[src/rtl/framebuffer_line_rect_draw_engine_top_assert.svh]
// Assertion macros for the framebuffer draw engine top level.
`ifndef FRAMEBUFFER_LINE_RECT_DRAW_ENGINE_TOP_ASSERT_SVH
`define FRAMEBUFFER_LINE_RECT_DRAW_ENGINE_TOP_ASSERT_SVH

// Consequent must hold in the same cycle as the antecedent.
`define FBDRAW_ASSERT_SAME(lbl, clk, rstn, ante, cons) \
    lbl: assert property (@(posedge clk) disable iff (!rstn) (ante) |-> (cons)) \
        else $error("fbdraw: same-cycle check failed");

// Consequent must hold in the cycle after the antecedent.
`define FBDRAW_ASSERT_NEXT(lbl, clk, rstn, ante, cons) \
    lbl: assert property (@(posedge clk) disable iff (!rstn) (ante) |=> (cons)) \
        else $error("fbdraw: next-cycle check failed");

`endif

[src/rtl/fbdraw_pkg.sv]
// Shared types and constants of the framebuffer draw engine.
package fbdraw_pkg;

    localparam int DEF_STORE_WIDTH  = 256;
    localparam int DEF_STORE_HEIGHT = 256;

    localparam int FUNC_W   = 2;
    localparam int COORD_W  = 8;
    localparam int COLOUR_W = 32;

    // Line arithmetic: Q8.16 positions, one spare integer bit and a sign bit
    localparam int FRAC_W  = 16;
    localparam int PIX_W   = COORD_W + 1;
    localparam int POS_W   = PIX_W + FRAC_W + 1;
    localparam int INC_W   = FRAC_W + 2;
    localparam int HALF_Q  = 1 << (FRAC_W - 1);

    // Increment divider: ({mag, 16'b0} + side/2) / side
    localparam int DIV_NUM_W = COORD_W + FRAC_W;
    localparam int DIV_DEN_W = COORD_W;

    typedef enum logic [FUNC_W-1:0] {
        FUNC_CLEAR = 2'd0,
        FUNC_RECT  = 2'd1,
        FUNC_LINE  = 2'd2,
        FUNC_READ  = 2'd3
    } func_t;

    // Controller to datapath commands
    typedef struct packed {
        logic load;
        logic clr_step;
        logic rect_step;
        logic div_start;
        logic div_sel_y;
        logic inc_x_load;
        logic inc_y_load;
        logic line_step;
        logic rd_issue;
        logic rsp_load;
    } dp_cmd_t;

    // Datapath to controller status
    typedef struct packed {
        logic clr_last;
        logic rect_bad;
        logic rect_last;
        logic side_zero;
        logic div_busy;
        logic div_done;
        logic line_last;
    } dp_stat_t;

endpackage

[src/rtl/fbdraw_ctrl.sv]
// Controller state machine: sequences clear, rectangle, line and read commands.
module fbdraw_ctrl import fbdraw_pkg::*; (
    input  logic              clk,
    input  logic              rst_n,
    input  logic              cmd_valid,
    output logic              cmd_ready,
    input  logic [FUNC_W-1:0] func,
    output logic              rsp_valid,
    input  logic              rsp_ready,
    output dp_cmd_t           ctl,
    input  dp_stat_t          stat
);

    typedef enum logic [3:0] {
        ST_IDLE,
        ST_CLEAR,
        ST_RECT,
        ST_DIVX,
        ST_DIVX_WAIT,
        ST_DIVY,
        ST_DIVY_WAIT,
        ST_LINE,
        ST_RD_ISSUE,
        ST_RD_WAIT,
        ST_FINISH
    } state_t;

    state_t state_reg, state_next;
    logic   rsp_valid_reg, rsp_valid_next;
    logic   rsp_free;

    always_comb
    begin
        state_next     = state_reg;
        ctl            = '0;
        rsp_free       = !rsp_valid_reg || rsp_ready;
        rsp_valid_next = rsp_valid_reg && !rsp_ready;
        case (state_reg)
            ST_IDLE:
            begin
                if (cmd_valid)
                begin
                    ctl.load = 1'b1;
                    case (func_t'(func))
                        FUNC_CLEAR: state_next = ST_CLEAR;
                        FUNC_RECT:  state_next = ST_RECT;
                        FUNC_LINE:  state_next = ST_DIVX;
                        FUNC_READ:  state_next = ST_RD_ISSUE;
                        default:    state_next = ST_RD_ISSUE;
                    endcase
                end
            end
            ST_CLEAR:
            begin
                ctl.clr_step = 1'b1;
                if (stat.clr_last)
                begin
                    state_next = ST_FINISH;
                end
            end
            ST_RECT:
            begin
                if (stat.rect_bad)
                begin
                    state_next = ST_FINISH;
                end
                else
                begin
                    ctl.rect_step = 1'b1;
                    if (stat.rect_last)
                    begin
                        state_next = ST_FINISH;
                    end
                end
            end
            ST_DIVX:
            begin
                if (stat.side_zero)
                begin
                    state_next = ST_FINISH;
                end
                else
                begin
                    ctl.div_start = 1'b1;
                    state_next    = ST_DIVX_WAIT;
                end
            end
            ST_DIVX_WAIT:
            begin
                if (stat.div_done)
                begin
                    ctl.inc_x_load = 1'b1;
                    state_next     = ST_DIVY;
                end
            end
            ST_DIVY:
            begin
                ctl.div_start = 1'b1;
                ctl.div_sel_y = 1'b1;
                state_next    = ST_DIVY_WAIT;
            end
            ST_DIVY_WAIT:
            begin
                if (stat.div_done)
                begin
                    ctl.inc_y_load = 1'b1;
                    state_next     = ST_LINE;
                end
            end
            ST_LINE:
            begin
                ctl.line_step = 1'b1;
                if (stat.line_last)
                begin
                    state_next = ST_FINISH;
                end
            end
            ST_RD_ISSUE:
            begin
                ctl.rd_issue = 1'b1;
                state_next   = ST_RD_WAIT;
            end
            ST_RD_WAIT:
            begin
                state_next = ST_FINISH;
            end
            ST_FINISH:
            begin
                // Wait for the result register to free up
                if (rsp_free)
                begin
                    ctl.rsp_load   = 1'b1;
                    rsp_valid_next = 1'b1;
                    state_next     = ST_IDLE;
                end
            end
            default:
            begin
                state_next = ST_IDLE;
            end
        endcase
    end

    always_ff @(posedge clk or negedge rst_n)
    begin
        if (!rst_n)
        begin
            state_reg     <= ST_IDLE;
            rsp_valid_reg <= 1'b0;
        end
        else
        begin
            state_reg     <= state_next;
            rsp_valid_reg <= rsp_valid_next;
        end
    end

    assign cmd_ready = (state_reg == ST_IDLE);
    assign rsp_valid = rsp_valid_reg;

endmodule

[config.mk]
export PLATFORM = sky130hd
export DESIGN_NAME = fbdraw_ctrl
export DESIGN_NICKNAME = d
export VERILOG_FILES = /design/src/rtl/framebuffer_line_rect_draw_engine_top_assert.svh /design/src/rtl/fbdraw_pkg.sv /design/src/rtl/fbdraw_ctrl.sv
export SDC_FILE = /design/constraint.sdc
export NUM_CORES = 1
export LEC_CHECK = 0
export BUFFER_PORTS_ARGS = -buffer_cell sky130_fd_sc_hd__buf_4
export CAP_MARGIN = 10
export CORE_UTILIZATION = 45
export DETAILED_ROUTE_END_ITERATION = 16
export PLACE_DENSITY = 0.86
export RECOVER_POWER = 25
export SYNTH_ARGS = -nofsm -noshare
export SYNTH_HDL_FRONTEND = slang
export SYNTH_SLANG_ARGS = --single-unit
[constraint.sdc]
create_clock -name clk -period 2.1 [get_ports clk]
set_clock_uncertainty 0.2 [all_clocks]
set_input_delay 0.42 -clock clk [delete_from_list [all_inputs] [get_ports clk]]
set_output_delay 0.42 -clock clk [all_outputs]
set_load 0.03 [all_outputs]
==> results of run 1 <==
==> per-layer routing <==
metal | vias to the layer above | global-route usage, %
met3 | 2 | 3.488
li1 | 306 | -
met4 | 0 | 10.71
met5 | - | 0
met1 | 308 | 23.02
met2 | 16 | 41.53
==> report_power, final <==
group          internal [mW]  switching, mW
sequential             0.148          0.110
combinational          0.461          0.463
clock                 0.0721         0.0428
total                  0.681          0.616
==> cell usage in the layout, fill, tap and decap left out, types with 3 or more instances in the layout <==
cell,n
sky130_fd_sc_hd__buf_4,31
sky130_fd_sc_hd__nor3_1,3
sky130_fd_sc_hd__nand2b_1,4
sky130_fd_sc_hd__dfrtp_2,4
sky130_fd_sc_hd__inv_1,4
sky130_fd_sc_hd__clkbuf_4,3
sky130_fd_sc_hd__nor2_1,4
sky130_fd_sc_hd__nand2_1,4
sky130_fd_sc_hd__ha_1,3
sky130_fd_sc_hd__a21oi_1,4
==> worst reg2reg max path, stage by stage, from the launching register on <==
cell	delay, ps
sky130_fd_sc_hd__dfrtp_2	480
sky130_fd_sc_hd__buf_4	190
sky130_fd_sc_hd__or4b_4	550
sky130_fd_sc_hd__a21oi_4	160
sky130_fd_sc_hd__a2111oi_4	60
sky130_fd_sc_hd__mux2_4	320
==> synth_stat cells <==
| library cell | count |
|---|---|
| sky130_fd_sc_hd__buf_6 | 2 |
| sky130_fd_sc_hd__a2111oi_4 | 1 |
| sky130_fd_sc_hd__o41ai_1 | 1 |
| sky130_fd_sc_hd__inv_2 | 1 |
| sky130_fd_sc_hd__ha_1 | 3 |
| sky130_fd_sc_hd__nor3b_1 | 2 |
| sky130_fd_sc_hd__clkbuf_1 | 3 |
| sky130_fd_sc_hd__o2bb2ai_2 | 1 |
| sky130_fd_sc_hd__mux2_4 | 1 |
| sky130_fd_sc_hd__nand2_1 | 4 |
| sky130_fd_sc_hd__or3_1 | 2 |
| sky130_fd_sc_hd__a41o_1 | 1 |
| sky130_fd_sc_hd__o31ai_1 | 1 |
| sky130_fd_sc_hd__nand3b_1 | 2 |
| sky130_fd_sc_hd__nand2b_1 | 4 |
| sky130_fd_sc_hd__a21oi_2 | 1 |
| sky130_fd_sc_hd__o21ai_0 | 2 |
| sky130_fd_sc_hd__or2b_2 | 1 |
| sky130_fd_sc_hd__and2_1 | 1 |
| sky130_fd_sc_hd__nor2_1 | 4 |
| sky130_fd_sc_hd__nor4b_1 | 1 |
| sky130_fd_sc_hd__a21oi_4 | 1 |
| sky130_fd_sc_hd__buf_2 | 1 |
| sky130_fd_sc_hd__nor3_1 | 5 |
| sky130_fd_sc_hd__nor2b_1 | 1 |
| sky130_fd_sc_hd__o211ai_1 | 1 |
| sky130_fd_sc_hd__or4b_4 | 1 |
| sky130_fd_sc_hd__dfrtp_1 | 5 |
| sky130_fd_sc_hd__nor4_2 | 2 |
| sky130_fd_sc_hd__inv_1 | 4 |
| sky130_fd_sc_hd__a21oi_1 | 4 |
| sky130_fd_sc_hd__mux2i_1 | 1 |
| sky130_fd_sc_hd__nand4bb_1 | 2 |
==> repair_timing <==
action / CTS / global route
pin swaps: 0 / 1
endpoints found under the hold margin: 5 / 0
buffers inserted: 2 / 2
hold buffers: 1 / 0
resized for setup: 2 / 7
setup endpoints to repair: 4 / 7
==> final cells by class <==
type	count	area [sq um]	share of cell area, %
multi-input combinational	51	465.4	50.20
clock buffer	4	26.28	2.834
sequential	5	130.1	14.04
tap	14	17.52	1.889
timing repair buffer	35	269.0	29.01
inverter	5	18.77	2.024
==> worst min path at each step <==
stage	end	slack (ps)	cells after the start
finish	state_reg[2]	170	2
floorplan	rsp_valid	-80	0
detailed placement	state_reg[2]	20	1
global placement	rsp_valid	20	1
global route	state_reg[2]	190	2
CTS	state_reg[2]	160	2
==> per-stage QoR <==
stage                     setup slack (ps)  cells  TNS [ps]  area [sq um]  util (%)
final                                26.09    114         0         927.1     80.19
after CTS                            20.01    112         0         882.1     76.30
after floorplan                     -55.49     67    -55.49         624.3         -
after global placement               128.5    105         0         828.3     71.65
after detailed placement             112.2    105         0         828.3     71.65
after global routing                -30.89    114    -52.53         927.1     80.19
==> cells by family after synthesis <==
logic type	after synthesis	synth area share, %
mux	2	4.237
flops	5	21.19
simple gates	32	36.22
compound gates	14	22.25
fa+ha+maj	3	6.357
buf+inv	11	9.743
==> metrics.txt, run 1 <==
top-level I/O count 25; depth of the worst register-to-register path 5; WL met3 between 50 and 60 um; pwr dens about 1400 nW/um^2; arrival time reported for the critical path endpoint 2000 ps; Worst Setup EP state_reg[0]; Worst EP required slightly above 2000 ps; number of nets in the synthesized netlist between 80 and 90; gate count of the mapped netlist 67; post-synthesis sequential area ratio about a fifth; post-DR wirelength/cell between 10 and 15 um; sort of element at the end of the critical path flip-flop; post-layout min period 2074 ps; longest individual stage delay on the worst path approximately 550 ps; TritonCTS Sinks 5; final critical-path share of the clock period 98.76%; hold slack approximately 170 ps; setup repair after global routing missed its margin yes; pin slew with the least headroom to its limit ~370 ps; vias in the first global route between 500 and 600; cell chain of the critical path buf_4, or4b_4, a21oi_4, a2111oi_4, mux2_4; Critical Path Source state_reg[1]; Std-Cell Rows 12; number of warnings issued by yosys 0; worst setup path category reg -> reg; Pins Over Slew Limit 0; number of H-tree levels 1; Critical-path top delay cell sky130_fd_sc_hd__or4b_4; Maximum Capacitance Violations 0; GRT Total Usage between 20% and 30%; Placeable Area around 1200 sq um; reported leakage power ~0.42 nW; total global routing overflow 0; max-slew headroom at the worst pin between 70% and 80%; top layer in use met4; number of flip-flops and latches in the synthesized netlist 5; antenna violations before repair 0; met1 wire length 674 um; total DRC errors in the routed layout 0; total wire length after detailed routing between 1.5 and 2 mm; clock insertion delay at the later pin of the skew report 250 ps; flip-flop count of the largest register after layout 4; CTS clock-pin slew for the worst setup and hold paths 50 ps; Yosys top cell area share roughly a fifth; total power around 1.3 mW; critical path fanouts, max 6; count of buffer and inverter cells on the critical path 1; number of CTS-inserted buffers 3; fill count 81; Syn Std Cell Area between 500 and 600 sq um; PortBufs 23; first-pass GRT wire length 2.221 mm; endpoint of the most critical register-to-register path state_reg[0]; Antenna Diode Count 0; post-DR vias/cell roughly 5.5; CP startpoint kind flip-flop; Antenna Violating Nets Remaining 0; synth-to-layout area growth 56.99%; DRC marker count from the first detailed-route iteration 4; cell class contributing the biggest share of worst-path delay simple AND/OR/NAND/NOR gates; result of the run complete, no violations; DPL Wire Length ~1.0 mm; FF-to-FF Start state_reg[1]; routability-driven placement congestion ratio 0.7525; layout cells sized above 1 between 50% and 60%; overall die area roughly 1500 sq um; Avg Inst Size Synth 8.814 sq um; Initial Util approximately 51%; largest area contributor in the netlist sky130_fd_sc_hd__dfrtp_1; launch instance of the worst min-delay path stat[3]; deepest clock path buffer count 2; Worst IR Drop VDD between 800 and 900 uV; clock root buffer sky130_fd_sc_hd__clkbuf_4; highest clock frequency the design can meet approximately 0.48 GHz; setup violation total in the final timing report 0; Hold Violations, Final 0; CP Depth 5; CTS tree yes; drt first pass iters 3; unique cell type count in the Yosys netlist 33; height of the die about 38 um; most area-consuming cells after synthesis sky130_fd_sc_hd__dfrtp_1 (21%), sky130_fd_sc_hd__ha_1 (6.4%), sky130_fd_sc_hd__a2111oi_4 (4.7%); slack of the worst reg-to-reg path between 20 and 30 ps; worst hold path type in -> reg; number of nets in the finished design 117; routed length on met2 about 840 um; via count 632; maximum number of pins on one net before global-route repair 12; horizontal die dimension ~38 um
Power figures use the tool's default switching activity.
==> run 2, diff against run 1 <==
- BUFFER_PORTS_ARGS: -buffer_cell sky130_fd_sc_hd__buf_4 -> -buffer_cell sky130_fd_sc_hd__buf_2
==> run 2 against run 1 <==
  * Sequential share of layout area up 0.98 points
  * Combinational power shrank 7.3%
  * First-iteration DRC count grew to 5.0 times the previous value
  * Hold slack improved by 26 ps
  * Power is 7.0% lower
  * Via count up 1.9%
  * Utilization shrank 6.0 points
  * Global-route usage up 2.4 points
  * Sequential power fell by 8.1%
==> metrics.txt, run 2 (synthesis gave the netlist of run 1 again) <==
result of the run complete, no violations; vias in the first global route between 600 and 700; Initial Util between 50% and 60%; internal power between 0.6 and 0.7 mW; sort of element at the end of the critical path output port; total power around 1.2 mW; setup violation total in the final timing report 0; Hold Violations, Final 0; number of CTS-inserted buffers 3; slack of the worst reg-to-reg path about 60 ps; overall die area about 1500 sq um; PortBufs 23; post-layout utilization of the core roughly 74%; CP startpoint kind flip-flop; Std-Cell Rows 12; deepest clock path buffer count 2; Placeable Area 1156 sq um; highest clock frequency the design can meet 0.4872 GHz; worst setup path category reg -> out; antenna violations before repair 0; number of H-tree levels 1; register share of total power between 10% and 20%; drt first pass iters 4; cell chain of the critical path nor4_4, and2_1, clkbuf_4; first-pass GRT wire length roughly 2.4 mm; pwr dens 1407 nW/um^2; max-slew headroom at the worst pin between 70% and 80%; combinational share of power between 70% and 80%; clock root buffer sky130_fd_sc_hd__clkbuf_4; GRT Total Usage around 24%; switching component of the power around 0.59 mW; reported leakage power 0.4022 nW; launch instance of the worst min-delay path stat[3]; horizontal die dimension between 30 and 40 um; layout cells sized above 1 53.00%; Worst EP required between 1000 and 1500 ps; post-layout min period between 2000 and 2500 ps; Worst IR Drop VDD 917.4 uV; TritonCTS Sinks 5; post-DR wirelength/cell 13.21 um; Pins Over Slew Limit 0; height of the die between 30 and 40 um; DPL Wire Length 1.109 mm; pin slew with the least headroom to its limit approximately 370 ps; number of cells on the worst hold path 2; worst hold path type in -> reg; Final TNS setup 0 ps; longest individual stage delay on the worst path 480 ps; post-DR vias/cell around 5.6; synth-to-layout area growth 45.34%; flip-flop count of the largest register after layout 4; hold slack about 200 ps; critical path fanouts, max 10; depth of the worst register-to-register path 5; Hold EP state_reg[2]; most frequent standard cell in the layout excluding fill and tap cells sky130_fd_sc_hd__buf_2; switching part of the total power 48.47%; setup repair after global routing missed its margin yes; top library cells by usage in the layout, fill and taps aside sky130_fd_sc_hd__buf_2 (18), sky130_fd_sc_hd__buf_4 (12), sky130_fd_sc_hd__clkbuf_4 (5); Maximum Capacitance Violations 0; total wire length after detailed routing 1.506 mm; endpoint of the most critical register-to-register path state_reg[0]; maximum number of pins on one net before global-route repair 12; total DRC errors in the routed layout 0; Antenna Violating Nets Remaining 0; Critical Path Source state_reg[1]; clock insertion delay at the later pin of the skew report ~240 ps; FF-to-FF Start state_reg[1]; top-level I/O count 25; arrival time reported for the critical path endpoint 1430 ps; DRC marker count from the first detailed-route iteration 20; number of nets in the finished design approximately 120; CTS clock-pin slew for the worst setup and hold paths about 40 ps; total global routing overflow 0; Clock power frac approximately a tenth; final critical-path share of the clock period 97.74%; routability-driven placement congestion ratio 0.7643; Critical-path top delay cell sky130_fd_sc_hd__dfrtp_2; Antenna Diode Count 0; CTS tree yes; via count approximately 640
==> run 2: critical path: cells and delay by family (launching register included) <==
kind                   cells  cell delay (ps)
and+or+nand+nor            2              530
buffers and inverters      1              180
DFF                        1              480
==> run 2: cell type report <==
type                       instances  area (sq um)
multi-input combinational         51         446.7
fill                              91         297.8
timing repair buffer              35         220.2
sequential                         5         128.9
clock buffer                       4         26.28
inverter                           5         18.77
tap                               14         17.52
==> run 2: worst max path at each step <==
stage	endpoint	slack [ps]	depth (start not counted)
final	ctl[9]	50	3
after global routing	ctl[0]	-30	4
after CTS	ctl[9]	20	3
after detailed placement	state_reg[0]	130	4
after global placement	state_reg[0]	140	4
after floorplan	ctl[8]	-60	4
==> run 2: per-stage QoR <==
stage                     worst slack, ps  instance area, sq um  std cells
after detailed placement            130.5                 763.2        104
after global placement              135.9                 763.2        104
final                               47.37                 858.3        114
after CTS                           18.52                 823.3        111
after global routing               -32.13                 858.3        114
after floorplan                    -55.49                 624.3         67
==> run 2: power by group through the flow <==
stage	logic (mW)	clock network [mW]	registers [mW]
final	0.857	0.113	0.238
after CTS	0.798	0.117	0.239
after floorplan	0.626	0	0.202
after global placement	0.741	0	0.241
after global routing	0.917	0.127	0.245
after detailed placement	0.762	0	0.242
==> run 2: routing by layer <==
layer  vias up  share of wire [%]  GRT usage [%]
met5         -                  0              0
met4         0                  0          5.357
met3         0                4.2          6.977
met2        18                 57          50.00
met1       315                 38          23.02
li1        311                  -              -
==> run 2: what timing repair did <==
| action | in CTS | in global routing |
|---|---|---|
| pin swaps | 0 | 1 |
| gates resized for setup | 5 | 4 |
| setup buffers | 2 | 3 |
| hold buffers | 1 | 0 |
| endpoints found under the hold margin | 5 | 0 |
| endpoints found under the setup margin | 7 | 5 |
==> run 3, diff against run 2 <==
- CORE_AREA: default -> 2 2 39 41
- CORE_UTILIZATION: 45 -> default
- CTS_BUF_LIST: default -> sky130_fd_sc_hd__clkbuf_8
- DIE_AREA: default -> 0 0 41 43
- PLACE_DENSITY: 0.86 -> 0.85
- SETUP_SLACK_MARGIN: default -> 0.05
==> run 3 against run 2 <==
  * The run now ends with setup timing left
  * Largest power group unchanged
  * Cell area grew 7.6%
  * Utilization shrank 7.5 points
  * Critical endpoint is now ctl[5]
  * Highest routed layer is now met4
  * Setup slack lost 110 ps
  * Sequential cell count is the same
  * Register-to-register slack gained 60 ps
  * Count of clock-buffer cells in the layout shrank 1
  * Clock power grew 53%
  * Routed wire length grew 5.0%
  * Cell count grew 2.6%
  * Global-route usage shrank 5.7 points
  * Non-clock buffer count grew 1
==> metrics.txt, run 3 (synthesis gave the netlist of run 1 again) <==
drt first pass iters 4; met1 wire length ~640 um; Antenna Violating Nets Remaining 0; register share of total power between 15 and 20%; first-pass GRT wire length 2.304 mm; flip-flop count of the largest register after layout 4; height of the die 43 um; worst setup path category reg -> out; Pins Over Slew Limit 0; worst hold path type in -> reg; Worst IR Drop VDD 661.6 uV; slack of the critical path -61.19 ps; layout cells sized above 1 between 50% and 60%; internal power approximately 0.72 mW; top-level I/O count 25; total power between 1 and 1.5 mW; switching component of the power about 0.6 mW; vias in the first global route 560; maximum number of pins on one net before global-route repair 14; clock insertion delay at the later pin of the skew report 220 ps; via count 636; Std-Cell Rows 14; DRC marker count from the first detailed-route iteration 15; fill count ~110; pin slew with the least headroom to its limit ~380 ps; combinational share of power just under 70%; routability-driven placement congestion ratio about 0.84; CP startpoint kind flip-flop; post-DR wirelength/cell 13.51 um; Maximum Capacitance Violations 0; synth-to-layout area growth 56.36%; final critical-path share of the clock period 102.9%; horizontal die dimension between 40 and 50 um; routed length on met2 858 um; Clock power frac between 10% and 20%; overall die area 1763 sq um; top layer in use met4; antenna violations before repair 0; highest clock frequency the design can meet between 0.4 and 0.5 GHz; critical path fanouts, max 6; total global routing overflow 0; post-DR vias/cell roughly 5.4; Placeable Area 1384 sq um; reported leakage power between 0.4 and 0.5 nW; sort of element at the end of the critical path output port; number of nets in the finished design 118; failing checks setup timing; total DRC errors in the routed layout 0; Hold Violations, Final 0; most frequent standard cell in the layout excluding fill and tap cells sky130_fd_sc_hd__buf_4; arrival time reported for the critical path endpoint about 1500 ps; total wire length after detailed routing roughly 1.6 mm; deepest clock path buffer count 2; DPL Wire Length around 1 mm; post-layout min period about 2200 ps; CTS clock-pin slew for the worst setup and hold paths approximately 40 ps; WL met3 approximately 64 um; Final TNS setup -61.19 ps; TritonCTS Sinks 5; switching part of the total power between 40% and 50%; setup repair after global routing missed its margin yes; clock root buffer sky130_fd_sc_hd__clkbuf_8; top library cells by usage in the layout, fill and taps aside sky130_fd_sc_hd__buf_4 (15), sky130_fd_sc_hd__buf_2 (14), sky130_fd_sc_hd__inv_1 (5); Worst EP required about 1500 ps; setup violation total in the final timing report 1; number of H-tree levels 1; max-slew headroom at the worst pin around 75%; GRT Total Usage about a fifth; PortBufs 23; CTS tree yes; number of CTS-inserted buffers 3; Antenna Diode Count 0; Initial Util between 40% and 50%; result of the run finished with violations; pwr dens approximately 1400 nW/um^2
-- run 3: cell types whose count changed in the layout (fill, tap and decap cells not counted), sizes merged --
cell and delta:
inv +1, buf +2, clkbuf -2
-- run 3: area by class of cell --
type / instances / area [sq um] / share of cell area [%]
timing repair buffer: 36 / 257.7 / 27.91
sequential: 5 / 130.1 / 14.09
inverter: 5 / 18.77 / 2.033
clock inverter: 1 / 3.754 / 0.4065
clock buffer: 3 / 41.29 / 4.472
multi-input combinational: 51 / 451.7 / 48.92
tap: 16 / 20.02 / 2.168
-- run 3: per-stage QoR --
step	util [%]	instances	hold slack (ps)	setup slack (ps)	area, sq um
3_5_place_dp	56.60	106	34.01	118.3	783.3
4_1_cts	63.02	114	227.5	26.59	872.1
3_3_place_gp	56.60	106	32.68	140.6	783.3
5_1_grt	66.73	117	257.1	-96.38	923.4
2_1_floorplan	-	67	-75.59	-13.34	629.4
6_report	66.73	117	237.6	-61.19	923.4
-- run 3: worst max-delay path: stages, from the launching register on --
cell	delay, ps
sky130_fd_sc_hd__dfrtp_2	410
sky130_fd_sc_hd__buf_4	150
sky130_fd_sc_hd__or2b_2	350
sky130_fd_sc_hd__nor2_1	190
sky130_fd_sc_hd__buf_4	200
-- run 3: metal layers --
metal / vias up / GRT usage, %
met1: 304 / 22.88
met3: 2 / 1.571
met5: - / 0
met2: 19 / 30.63
li1: 311 / -
met4: 0 / 10.00
-- run 3: power by group through the flow --
stage	combinational, mW	clock [mW]	sequential [mW]
6_report	0.917	0.173	0.240
5_1_grt	0.983	0.182	0.247
4_1_cts	0.838	0.176	0.246
3_5_place_dp	0.782	0	0.249
3_3_place_gp	0.767	0	0.245
2_1_floorplan	0.632	0	0.202
-- run 3: path summary, 6_finish.rpt --
kind                                    from            to  slack, ps  cells after the start
worst min register to register     rsp_valid     rsp_valid        400                      2
max in group asynchronous              rst_n  state_reg[3]       1080                      2
min in group asynchronous              rst_n  state_reg[1]        380                      2
worst min-delay path                 stat[3]  state_reg[2]        240                      2
worst max register to register  state_reg[1]  state_reg[0]        120                      5
worst max-delay path            state_reg[2]        ctl[5]        -60                      4
-- run 3: timing repair --
item / 4_1_cts / 5_1_grt
buffers inserted: 3 / 3
pin swaps: 1 / 3
cloned: 0 / 0
setup endpoints to repair: 7 / 7
hold buffers: 1 / 0
gates resized for setup: 6 / 16
hold endpoints to repair: 5 / 0
